$ cat src/u8d_pkg.sv
package u8d_pkg;

    localparam int unsigned CpWidth = 31;

    typedef logic [1:0] t_status;

    localparam t_status ST_OK       = 2'd0;
    localparam t_status ST_BAD_LEAD = 2'd1;
    localparam t_status ST_TRUNC    = 2'd2;

    typedef struct packed {
        logic [CpWidth-1:0] code_point;
        t_status            status;
    } t_result;

    // payload masks of the lead byte classes and of continuation bytes
    localparam logic [7:0] MASK_2B = 8'h1F;
    localparam logic [7:0] MASK_3B = 8'h0F;
    localparam logic [7:0] MASK_4B = 8'h07;
    localparam logic [7:0] MASK_5B = 8'h03;
    localparam logic [7:0] MASK_6B = 8'h01;
    localparam logic [7:0] MASK_CONT = 8'h3F;

    // lead byte prefixes, compared against the byte shifted right
    localparam logic [2:0] PFX_2B = 3'h6;
    localparam logic [3:0] PFX_3B = 4'hE;
    localparam logic [4:0] PFX_4B = 5'h1E;
    localparam logic [5:0] PFX_5B = 6'h3E;
    localparam logic [6:0] PFX_6B = 7'h7E;

endpackage

$ cat src/u8d_if.sv
interface u8d_byte_if;
    logic       valid;
    logic       ready;
    logic [7:0] data_byte;
    logic       end_of_text;

    modport source (output valid, output data_byte, output end_of_text, input ready);
    modport sink   (input valid, input data_byte, input end_of_text, output ready);
endinterface

interface u8d_cp_if;
    logic                         valid;
    logic                         ready;
    logic [u8d_pkg::CpWidth-1:0]  code_point;
    u8d_pkg::t_status             status;

    modport source (output valid, output code_point, output status, input ready);
    modport sink   (input valid, input code_point, input status, output ready);
endinterface

$ cat src/u8d_core.sv
module u8d_core (
    input  logic              i_clk,
    input  logic              i_rst_n,
    u8d_byte_if.sink          i_byte,
    output logic              o_res_valid,
    output u8d_pkg::t_result  o_res,
    input  logic              i_res_ready
);

    logic                        r_in_valid;
    logic [7:0]                  r_byte;
    logic                        r_eot;
    logic [2:0]                  r_remaining;
    logic [u8d_pkg::CpWidth-1:0] r_accum;

    logic [2:0]                  n_remaining;
    logic [u8d_pkg::CpWidth-1:0] n_accum;
    logic                        produce;
    logic                        advance;
    logic                        lead_ok;
    logic [2:0]                  lead_need;
    logic [7:0]                  lead_payload;
    logic [u8d_pkg::CpWidth-1:0] shifted;
    logic [2:0]                  rem_dec;
    u8d_pkg::t_result            res;

    assign advance      = r_in_valid && (!produce || i_res_ready);
    assign i_byte.ready = !r_in_valid || advance;
    assign o_res_valid  = r_in_valid && produce;
    assign o_res        = res;

    always_ff @(posedge i_clk) begin
        if (!i_rst_n) begin
            r_in_valid <= 1'b0;
        end else if (i_byte.valid && i_byte.ready) begin
            r_in_valid <= 1'b1;
        end else if (advance) begin
            r_in_valid <= 1'b0;
        end
    end

    always_ff @(posedge i_clk) begin
        if (i_byte.valid && i_byte.ready) begin
            r_byte <= i_byte.data_byte;
            r_eot  <= i_byte.end_of_text;
        end
    end

    always_ff @(posedge i_clk) begin
        if (!i_rst_n) begin
            r_remaining <= 3'd0;
            r_accum     <= '0;
        end else if (advance) begin
            r_remaining <= n_remaining;
            r_accum     <= n_accum;
        end
    end

    // classify the lead byte
    always_comb begin
        lead_ok      = 1'b1;
        lead_need    = 3'd0;
        lead_payload = 8'd0;
        priority if (r_byte[7:5] == u8d_pkg::PFX_2B) begin
            lead_need    = 3'd1;
            lead_payload = r_byte & u8d_pkg::MASK_2B;
        end else if (r_byte[7:4] == u8d_pkg::PFX_3B) begin
            lead_need    = 3'd2;
            lead_payload = r_byte & u8d_pkg::MASK_3B;
        end else if (r_byte[7:3] == u8d_pkg::PFX_4B) begin
            lead_need    = 3'd3;
            lead_payload = r_byte & u8d_pkg::MASK_4B;
        end else if (r_byte[7:2] == u8d_pkg::PFX_5B) begin
            lead_need    = 3'd4;
            lead_payload = r_byte & u8d_pkg::MASK_5B;
        end else if (r_byte[7:1] == u8d_pkg::PFX_6B) begin
            lead_need    = 3'd5;
            lead_payload = r_byte & u8d_pkg::MASK_6B;
        end else begin
            lead_ok = 1'b0;
        end
    end

    assign shifted = {r_accum[u8d_pkg::CpWidth-7:0], r_byte[5:0] & u8d_pkg::MASK_CONT[5:0]};
    assign rem_dec = r_remaining - 3'd1;

    always_comb begin
        n_remaining    = r_remaining;
        n_accum        = r_accum;
        produce        = 1'b0;
        res.code_point = '0;
        res.status     = u8d_pkg::ST_OK;
        if (r_remaining == 3'd0) begin
            if (!r_byte[7]) begin
                produce        = 1'b1;
                res.code_point = {{(u8d_pkg::CpWidth-8){1'b0}}, r_byte};
            end else if (!lead_ok) begin
                produce        = 1'b1;
                res.code_point = {{(u8d_pkg::CpWidth-8){1'b0}}, r_byte};
                res.status     = u8d_pkg::ST_BAD_LEAD;
            end else if (r_eot) begin
                produce     = 1'b1;
                res.status  = u8d_pkg::ST_TRUNC;
                n_remaining = 3'd0;
                n_accum     = '0;
            end else begin
                n_remaining = lead_need;
                n_accum     = {{(u8d_pkg::CpWidth-8){1'b0}}, lead_payload};
            end
        end else begin
            if (rem_dec == 3'd0) begin
                produce        = 1'b1;
                res.code_point = shifted;
                n_remaining    = 3'd0;
                n_accum        = '0;
            end else if (r_eot) begin
                // end of text inside a sequence: drop the partial code point
                produce     = 1'b1;
                res.status  = u8d_pkg::ST_TRUNC;
                n_remaining = 3'd0;
                n_accum     = '0;
            end else begin
                n_remaining = rem_dec;
                n_accum     = shifted;
            end
        end
    end

    a_remaining_range: assert property (@(posedge i_clk) disable iff (!i_rst_n)
        r_remaining <= 3'd5)
        else $error("continuation count out of range");

    a_stall_holds: assert property (@(posedge i_clk) disable iff (!i_rst_n)
        o_res_valid && !i_res_ready |=> o_res_valid && $stable(o_res))
        else $error("stalled result changed");

    a_bad_lead_idle: assert property (@(posedge i_clk) disable iff (!i_rst_n)
        o_res_valid && o_res.status == u8d_pkg::ST_BAD_LEAD |-> r_remaining == 3'd0)
        else $error("bad lead reported inside a sequence");

    a_complete_clears: assert property (@(posedge i_clk) disable iff (!i_rst_n)
        advance && produce && r_remaining != 3'd0 |=> r_remaining == 3'd0 && r_accum == '0)
        else $error("state not cleared after sequence end");

endmodule

$ cat src/u8d_out_reg.sv
module u8d_out_reg (
    input  logic              i_clk,
    input  logic              i_rst_n,
    input  logic              i_res_valid,
    input  u8d_pkg::t_result  i_res,
    output logic              o_res_ready,
    u8d_cp_if.source          o_cp
);

    logic             r_valid;
    u8d_pkg::t_result r_res;

    assign o_res_ready   = !r_valid || o_cp.ready;
    assign o_cp.valid      = r_valid;
    assign o_cp.code_point = r_res.code_point;
    assign o_cp.status     = r_res.status;

    always_ff @(posedge i_clk) begin
        if (!i_rst_n) begin
            r_valid <= 1'b0;
        end else if (i_res_valid && o_res_ready) begin
            r_valid <= 1'b1;
        end else if (o_cp.ready) begin
            r_valid <= 1'b0;
        end
    end

    always_ff @(posedge i_clk) begin
        if (i_res_valid && o_res_ready) begin
            r_res <= i_res;
        end
    end

endmodule

$ cat src/utf8_stream_decoder_unit.sv
// The input register and the result register lie between a byte's acceptance and its result.
// Throughput: one byte per cycle; the input register and the result register
// hold the pipeline together under backpressure from either side.
// A byte that ends no sequence gives no result unless it is a bad lead or carries end of text.
// Reset (synchronous, active low) empties both registers and returns to awaiting a lead byte.
module utf8_stream_decoder_unit (
    input  logic      i_clk,
    input  logic      i_rst_n,
    u8d_byte_if.sink  i_byte,
    u8d_cp_if.source  o_cp
);

    logic             res_valid;
    logic             res_ready;
    u8d_pkg::t_result res;

    u8d_core u_core (
        .i_clk       (i_clk),
        .i_rst_n     (i_rst_n),
        .i_byte      (i_byte),
        .o_res_valid (res_valid),
        .o_res       (res),
        .i_res_ready (res_ready)
    );

    u8d_out_reg u_out (
        .i_clk       (i_clk),
        .i_rst_n     (i_rst_n),
        .i_res_valid (res_valid),
        .i_res       (res),
        .o_res_ready (res_ready),
        .o_cp        (o_cp)
    );

endmodule

$ cat src/flat_wrapper.sv
// flat-port wrapper written by rule: the top's interface ports become plain ports
module utf8_stream_decoder_unit_flat 
  (i_clk, i_rst_n, i_byte_valid, i_byte_data_byte, i_byte_end_of_text, i_byte_ready, o_cp_valid, o_cp_code_point, o_cp_status, o_cp_ready);
  u8d_byte_if i_byte_i ();
  u8d_cp_if o_cp_i ();
  input  logic i_clk;
  input  logic i_rst_n;
  input wire logic [$bits(i_byte_i.valid)-1:0] i_byte_valid;
  input wire logic [$bits(i_byte_i.data_byte)-1:0] i_byte_data_byte;
  input wire logic [$bits(i_byte_i.end_of_text)-1:0] i_byte_end_of_text;
  output wire logic [$bits(i_byte_i.ready)-1:0] i_byte_ready;
  output wire logic [$bits(o_cp_i.valid)-1:0] o_cp_valid;
  output wire logic [$bits(o_cp_i.code_point)-1:0] o_cp_code_point;
  output wire logic [$bits(o_cp_i.status)-1:0] o_cp_status;
  input wire logic [$bits(o_cp_i.ready)-1:0] o_cp_ready;
  assign i_byte_i.valid = i_byte_valid;
  assign i_byte_i.data_byte = i_byte_data_byte;
  assign i_byte_i.end_of_text = i_byte_end_of_text;
  assign i_byte_ready = i_byte_i.ready;
  assign o_cp_valid = o_cp_i.valid;
  assign o_cp_code_point = o_cp_i.code_point;
  assign o_cp_status = o_cp_i.status;
  assign o_cp_i.ready = o_cp_ready;
  utf8_stream_decoder_unit u_core (.i_clk(i_clk), .i_rst_n(i_rst_n), .i_byte(i_byte_i), .o_cp(o_cp_i));
endmodule
$ cat config.mk
export PLATFORM = sky130hd
export DESIGN_NAME = utf8_stream_decoder_unit_flat
export DESIGN_NICKNAME = d
export VERILOG_FILES = /design/src/u8d_pkg.sv /design/src/u8d_if.sv /design/src/u8d_core.sv /design/src/u8d_out_reg.sv /design/src/utf8_stream_decoder_unit.sv /design/src/flat_wrapper.sv
export SDC_FILE = /design/constraint.sdc
export NUM_CORES = 1
export LEC_CHECK = 0
export ABC_AREA = 1
export BUFFER_PORTS_ARGS = -buffer_cell sky130_fd_sc_hd__buf_2
export CELL_PAD_IN_SITES_DETAIL_PLACEMENT = 0
export CELL_PAD_IN_SITES_GLOBAL_PLACEMENT = 1
export CORE_MARGIN = 3
export CORE_UTILIZATION = 42
export CTS_CLUSTER_DIAMETER = 50
export CTS_CLUSTER_SIZE = 16
export DETAILED_ROUTE_END_ITERATION = 8
export PLACE_DENSITY_LB_ADDON = 0.1
export REMOVE_ABC_BUFFERS = 1
export SYNTH_ARGS = -nofsm -noshare
export SYNTH_HDL_FRONTEND = slang
export SYNTH_HIERARCHICAL = 1
export SYNTH_SLANG_ARGS = --single-unit
$ cat constraint.sdc
create_clock -name i_clk -period 4.45 [get_ports i_clk]
set_clock_uncertainty 0.15 [all_clocks]
set_input_delay 0 -clock i_clk [delete_from_list [all_inputs] [get_ports i_clk]]
set_output_delay 0 -clock i_clk [all_outputs]
set_load 0.005 [all_outputs]
# --- After elaboration in Yosys (flattened, before gate mapping) ---
# Index checks and enable logic that the tools add are counted.
# Widths: inputs -> output; s select.
op_classes:
  addsub: 1
  eq_ne: 7
  n_mux: 44
  reduce_logical: 15
ops:
  columns: ["cell", "count"]
  rows:
  - ["$mux 25", 5]
  - ["$mux 31", 2]
  - ["$mux 3", 12]
  - ["$mux 33", 1]
  - ["$mux 8", 2]
  - ["$mux 1", 15]
  - ["$mux 2", 5]
  - ["$eq 7x7->1 const B", 1]
  - ["$eq 6x6->1 const B", 1]
  - ["$logic_not 3->1", 2]
  - ["$eq 5x5->1 const B", 1]
  - ["$mux 5", 1]
  - ["$eq 4x4->1 const B", 1]
  - ["$logic_and 1x1->1", 4]
  - ["$mux 4", 1]
  - ["$ne 2x2->1 const B", 2]
  - ["$reduce_bool 2->1", 2]
  - ["$eq 3x3->1 const B", 1]
  - ["$logic_not 1->1", 3]
  - ["$logic_or 1x1->1", 3]
  - ["$reduce_and 3->1", 1]
  - ["$sub 3x1->3 const B", 1]
totals:
  register_bits: 72
  inputBits: 13
  output_inout_bits: 35

# --- Longest topological paths before layout ---
depth:
  ltp_word: 15
  mapped_depth: 13
  mapped_depth_nobuf: 13

# --- Cells and area by module ---
# Netlist, hierarchy kept.
by_module_without_submodules:
  columns: ["module", "instances", "cells_per_inst", "area_per_inst_um2", "seq_area_each_um2"]
  rows:
  - ["u8d_core", 1, 319, 2113.3, 850.8]
  - ["u8d_out_reg", 1, 40, 1042.2, 1011.0]

# --- Worst setup path after synthesis ---
# OpenSTA, ideal clock, no wires.
synth_path:
  path_type: "flip-flop to flip-flop"
  start: "register u_core.u_core.r_remaining[0]"
  end: "register u_core.u_out.r_res (netlist bit u_core/u_out/o_cp.code_point[0]) (enable)"
  setup_time_ns: 0.434
  arrival_ns: 3.027
  required_time_ns: 3.866
  setup_slack_ns: 0.839
  stages_incl_launch_ff: 12
  path_buffers: 1
  period_less_slack_ns: 3.611
  cell_sequence: "dfxtp_1 inv_1 ha_1 inv_1 nand2_1 nand2_1 nand2_1 nand3_2 buf_2 and3_1 inv_1 a21oi_1"
synth_via:
  elab_chain_len: 6
  word_cells_on_any_way: 7
  cone_classes: "1 x add/sub; 2 x mux; 4 x reduce/logical"
synth_lines:
  columns: ["item", "line", "rtl"]
  rows:
  - ["start, declared", "u8d_core.sv:13", "logic [2:0] r_remaining;"]
  - ["start signal, assigned", "u8d_core.sv:54", "r_remaining <= n_remaining;"]
  - ["$sub 3x1->3", "u8d_core.sv:85", "assign rem_dec = r_remaining - 3'd1;"]
  - ["$logic_not 3->1", "u8d_core.sv:111", "if (rem_dec == 3'd0) begin"]
  - ["$mux 1", "u8d_core.sv:111", null]
  - ["$mux 1 (*)", "u8d_core.sv:93", "if (r_remaining == 3'd0) begin"]
  - ["$logic_and 1x1->1 (*)", "u8d_core.sv:29", "assign o_res_valid = r_in_valid && produce;"]
  - ["named net u_core.res_valid", "utf8_stream_decoder_unit.sv:13", "logic res_valid;"]
  - ["$logic_and 1x1->1 (*)", "u8d_out_reg.sv:29", "if (i_res_valid && o_res_ready) begin"]
  - ["end signal, assigned", "u8d_out_reg.sv:30", "r_res <= i_res;"]
  - ["end, declared", "u8d_out_reg.sv:11", "u8d_pkg::t_result r_res;"]
# The timed path passes the listed nets; every way through them passes the cells marked *.
# A chain may end at the register's enable or synchronous reset.

# --- Worst setup path after layout ---
layout_path:
  start: "register u_core.u_core.r_remaining[0]"
  end: "register u_core.u_out.r_res (netlist bit u_core/u_out/o_cp.code_point[19]) (enable)"
# The elaborated chain is that of the path after synthesis.

==> summary.md <==
| Metric | Value |
|---|---|
| Number of distinct library cells after synthesis | 26 |
| Length in cells of the worst reg-to-reg path | 10 |
| CP endpoint kind | register |
| Dominant cell type by area after synthesis | edfxtp_1 |
| Number of top-level pins | 48 |
| Combined area of all synthesized cells | 3160 um2 |
| Total of warnings raised by yosys | 6 |
| Initial Util | 45.0% |
| Cell at the root of the clock tree | clkbuf_8 |
| Final count of hold timing violations | 0 |
| Clock slew seen by the registers of the worst setup and hold paths | 0.07 ns |
| Violation count after the first detailed-routing iteration | 79 |
| Leakage Power | 1.65 nW |
| Total via count in the routed design | 2307 |
| Count of fill cells added during filler insertion | 709 |
| Maximum number of pins on one net before global-route repair | 53 |
| Power Density | 399 nW/um2 |
| Utilization after layout | 53.8% |
| Via count of the first global-routing pass | 2298 |
| # resized after CTS | 0 |
| Core area | 7020 um2 |
| Final setup viols | 0 |
| Detail Placement HPWL | 3700 um |
| Initial antenna violation count | 0 |
| Final worst-path cycle share | 68.3% |
| Synth area leaders | edfxtp_1, dfxtp_1, nor2_1 |
| Fraction of layout cells with a size suffix above 1 | 18.0% |
| Fraction of synthesized cell area taken by the top area cell type | 40.0% |
| Average wire per cell in the routed design | 11.5 um |
| Number of buffers added by the clock tree synthesis step | 9 |
| Main synth FF type | edfxtp_1 |
| TritonCTS clock tree | done |
| Num Clock Sinks | 72 |
| Final Max Slew Viols | 0 |
| WL met3 | 243 um |
| Die span in y | 92.7 um |
| Fin cells | 518 |
| Post-detailed-route DRC marker count | 0 |
| Slew HR | 27.1% |
| Flop2flop setup slack | 1.41 ns |
| GRT Resource Usage Total | 15.7% |
| Kind of start point of the critical path | register |
| Highest layer used for signal routing | met4 |
| Register bit count reported by yosys | 72 |
| Gpl congestion | 0.827 |
| Vias per Instance | 4.45 |
| Maximum fanout count along the critical path | 33 |
| Number of max-cap violations | 0 |
| Clock network latency to the later pin of the worst-skew pair | 0.34 ns |
| Result of the run | finished clean |
| Layout-stage area growth over the synthesis result | 19.7% |
| Top cells by instance count after synthesis | nor2_1, inv_1, nand2_1 |
| Final global-route overflow total | 0 |
| Placed Cells | 490 |
| Class of the tightest hold or removal check | in -> reg |
| Total length of routed wires | 5950 um |
| Aggregate negative setup slack | 0 ns |
| Met1 layer wirelength in the final routing | 2840 um |
| Number of optimization iterations in the first detailed-route pass | 4 |
| Async set-or-reset flop fraction in the synthesized netlist | 0% |
| Worst IR drop on VDD | 0.211 mV |
| Number of instances in the synthesized netlist | 359 |
| CP required | 4.26 ns |
| # nets final | 434 |
| Full die area | 8590 um2 |
| Maximum clock rate | 329 MHz |
| Crit path DAT | 2.85 ns |
| Most repeated cell in the gate-level netlist after synthesis | nor2_1 |
| Wire length of the first global-routing pass | 10500 um |
| Tightest hold margin | 0.214 ns |
| Post-DRT Antenna Nets | 0 |
| Worst slew pin tran | 1.09 ns |
| Level count of the clock H-tree | 3 |
| Number of placement rows | 30 |
| X dimension of the die | 92.7 um |
| Routed wl met2 | 2800 um |
| Time the final worst path needs with I/O delays and setup | 3.04 ns |
| Share of the yosys chip area belonging to registers | 59.0% |
| Number of enable-type register cells in the synthesized netlist | 42 |
| RSZ-0062 raised after global routing | false |
| Number of buffers on the longest clock path | 2 |
| Antenna Cells | 0 |
| Number of stages on the worst hold path | 2 |
| Synthesized area per cell | 8.79 um2 |
| WS Path Type | reg -> reg |
| IO buf count | 47 |
==> cells by family (layout without fill, tap and decap cells) <==
group	after synthesis	after routing	synth area share (%)
compound gates	38	38	6.74
fa+ha+maj	3	3	1.19
buf+inv	83	146	11.1
flops	72	72	59.0
simple gates	163	163	21.9
==> through the flow <==
step                worst slack (ns)  power, W  cell area, um2
floorplan                      0.836  0.000923            3070
global placement                1.45  0.000987            3440
detailed placement              1.41  0.000988            3440
CTS                             1.38   0.00152            3780
global route                    1.11   0.00159            3780
finish                          1.41   0.00151            3780
==> cell usage in the layout (no fill, tap or decap), drive strengths merged, types with 2 or more instances in the layout <==
cell type    Yosys  final
ha               3      3
edfxtp          42     42
clkbuf           5     12
nand2           63     63
nand4            5      5
nor2            84     84
o21ai           27     27
nand3           10     10
dlygate4sd3      0     13
dfxtp           30     30
clkinv           0      2
inv             71     71
a21oi            7      7
buf              7     47
==> per-layer routing <==
layer	up-vias	track usage (%)
met5	-	0
li1	1229	-
met3	9	4.79
met4	0	5.49
met2	35	26.3
met1	1034	19.2
==> repair_timing <==
action / 4_1_cts / 5_1_grt
hold buffers: 13 / 0
buffers inserted: 0 / 0
endpoints found under the hold margin: 13 / 0
==> path summary, 6_finish.rpt <==
check | startpoint | to
min | i_byte_data_byte[3] | u_core/u_core/r_byte[3]
max reg2reg | u_core/u_core/r_remaining[0] | u_core/u_out/o_cp.code_point[19]
min reg2reg | u_core/u_core/r_accum[19] | u_core/u_core/r_accum[19]
max | u_core/u_core/r_remaining[0] | u_core/u_out/o_cp.code_point[19]
==> critical path, stage by stage, from the launching register on <==
cell	delay [ns]
dfxtp_1	0.36
inv_1	0.08
ha_1	0.21
inv_1	0.05
nand2_1	0.04
nand2_1	0.10
nand2_1	0.10
nand3_2	0.42
and3_1	0.23
inv_1	0.08
a21oi_4	0.82
==> layout make-up <==
class / count / area [um2] / share of cell area, %
timing repair buffer: 60 / 365 / 9.68
multi-input combinational: 204 / 953 / 25.2
sequential: 72 / 1860 / 49.3
inverter: 71 / 267 / 7.06
tap: 96 / 120 / 3.18
clock inverter: 3 / 21.3 / 0.563
clock buffer: 12 / 188 / 4.97
==> flip-flops by register name, indices dropped and copies added (netlist names) <==
register	count
u_core/u_core/r_eot	1
u_core/u_core/r_remaining	3
u_core/u_core/r_accum	25
u_core/u_core/r_in_valid	1
u_core/u_out/o_cp.valid	1
u_core/u_out/o_cp.code_point	31
u_core/u_core/r_byte	8
u_core/u_out/o_cp.status	2
==> where the power goes <==
part	internal (W)	switching [W]	leakage (nW)
registers	0.000757	0.0000164	0.636
logic	0.0000726	0.000134	0.905
clock network	0.000283	0.000242	0.105
total	0.00111	0.000393	1.65
(Power assumes the default switching activity.)
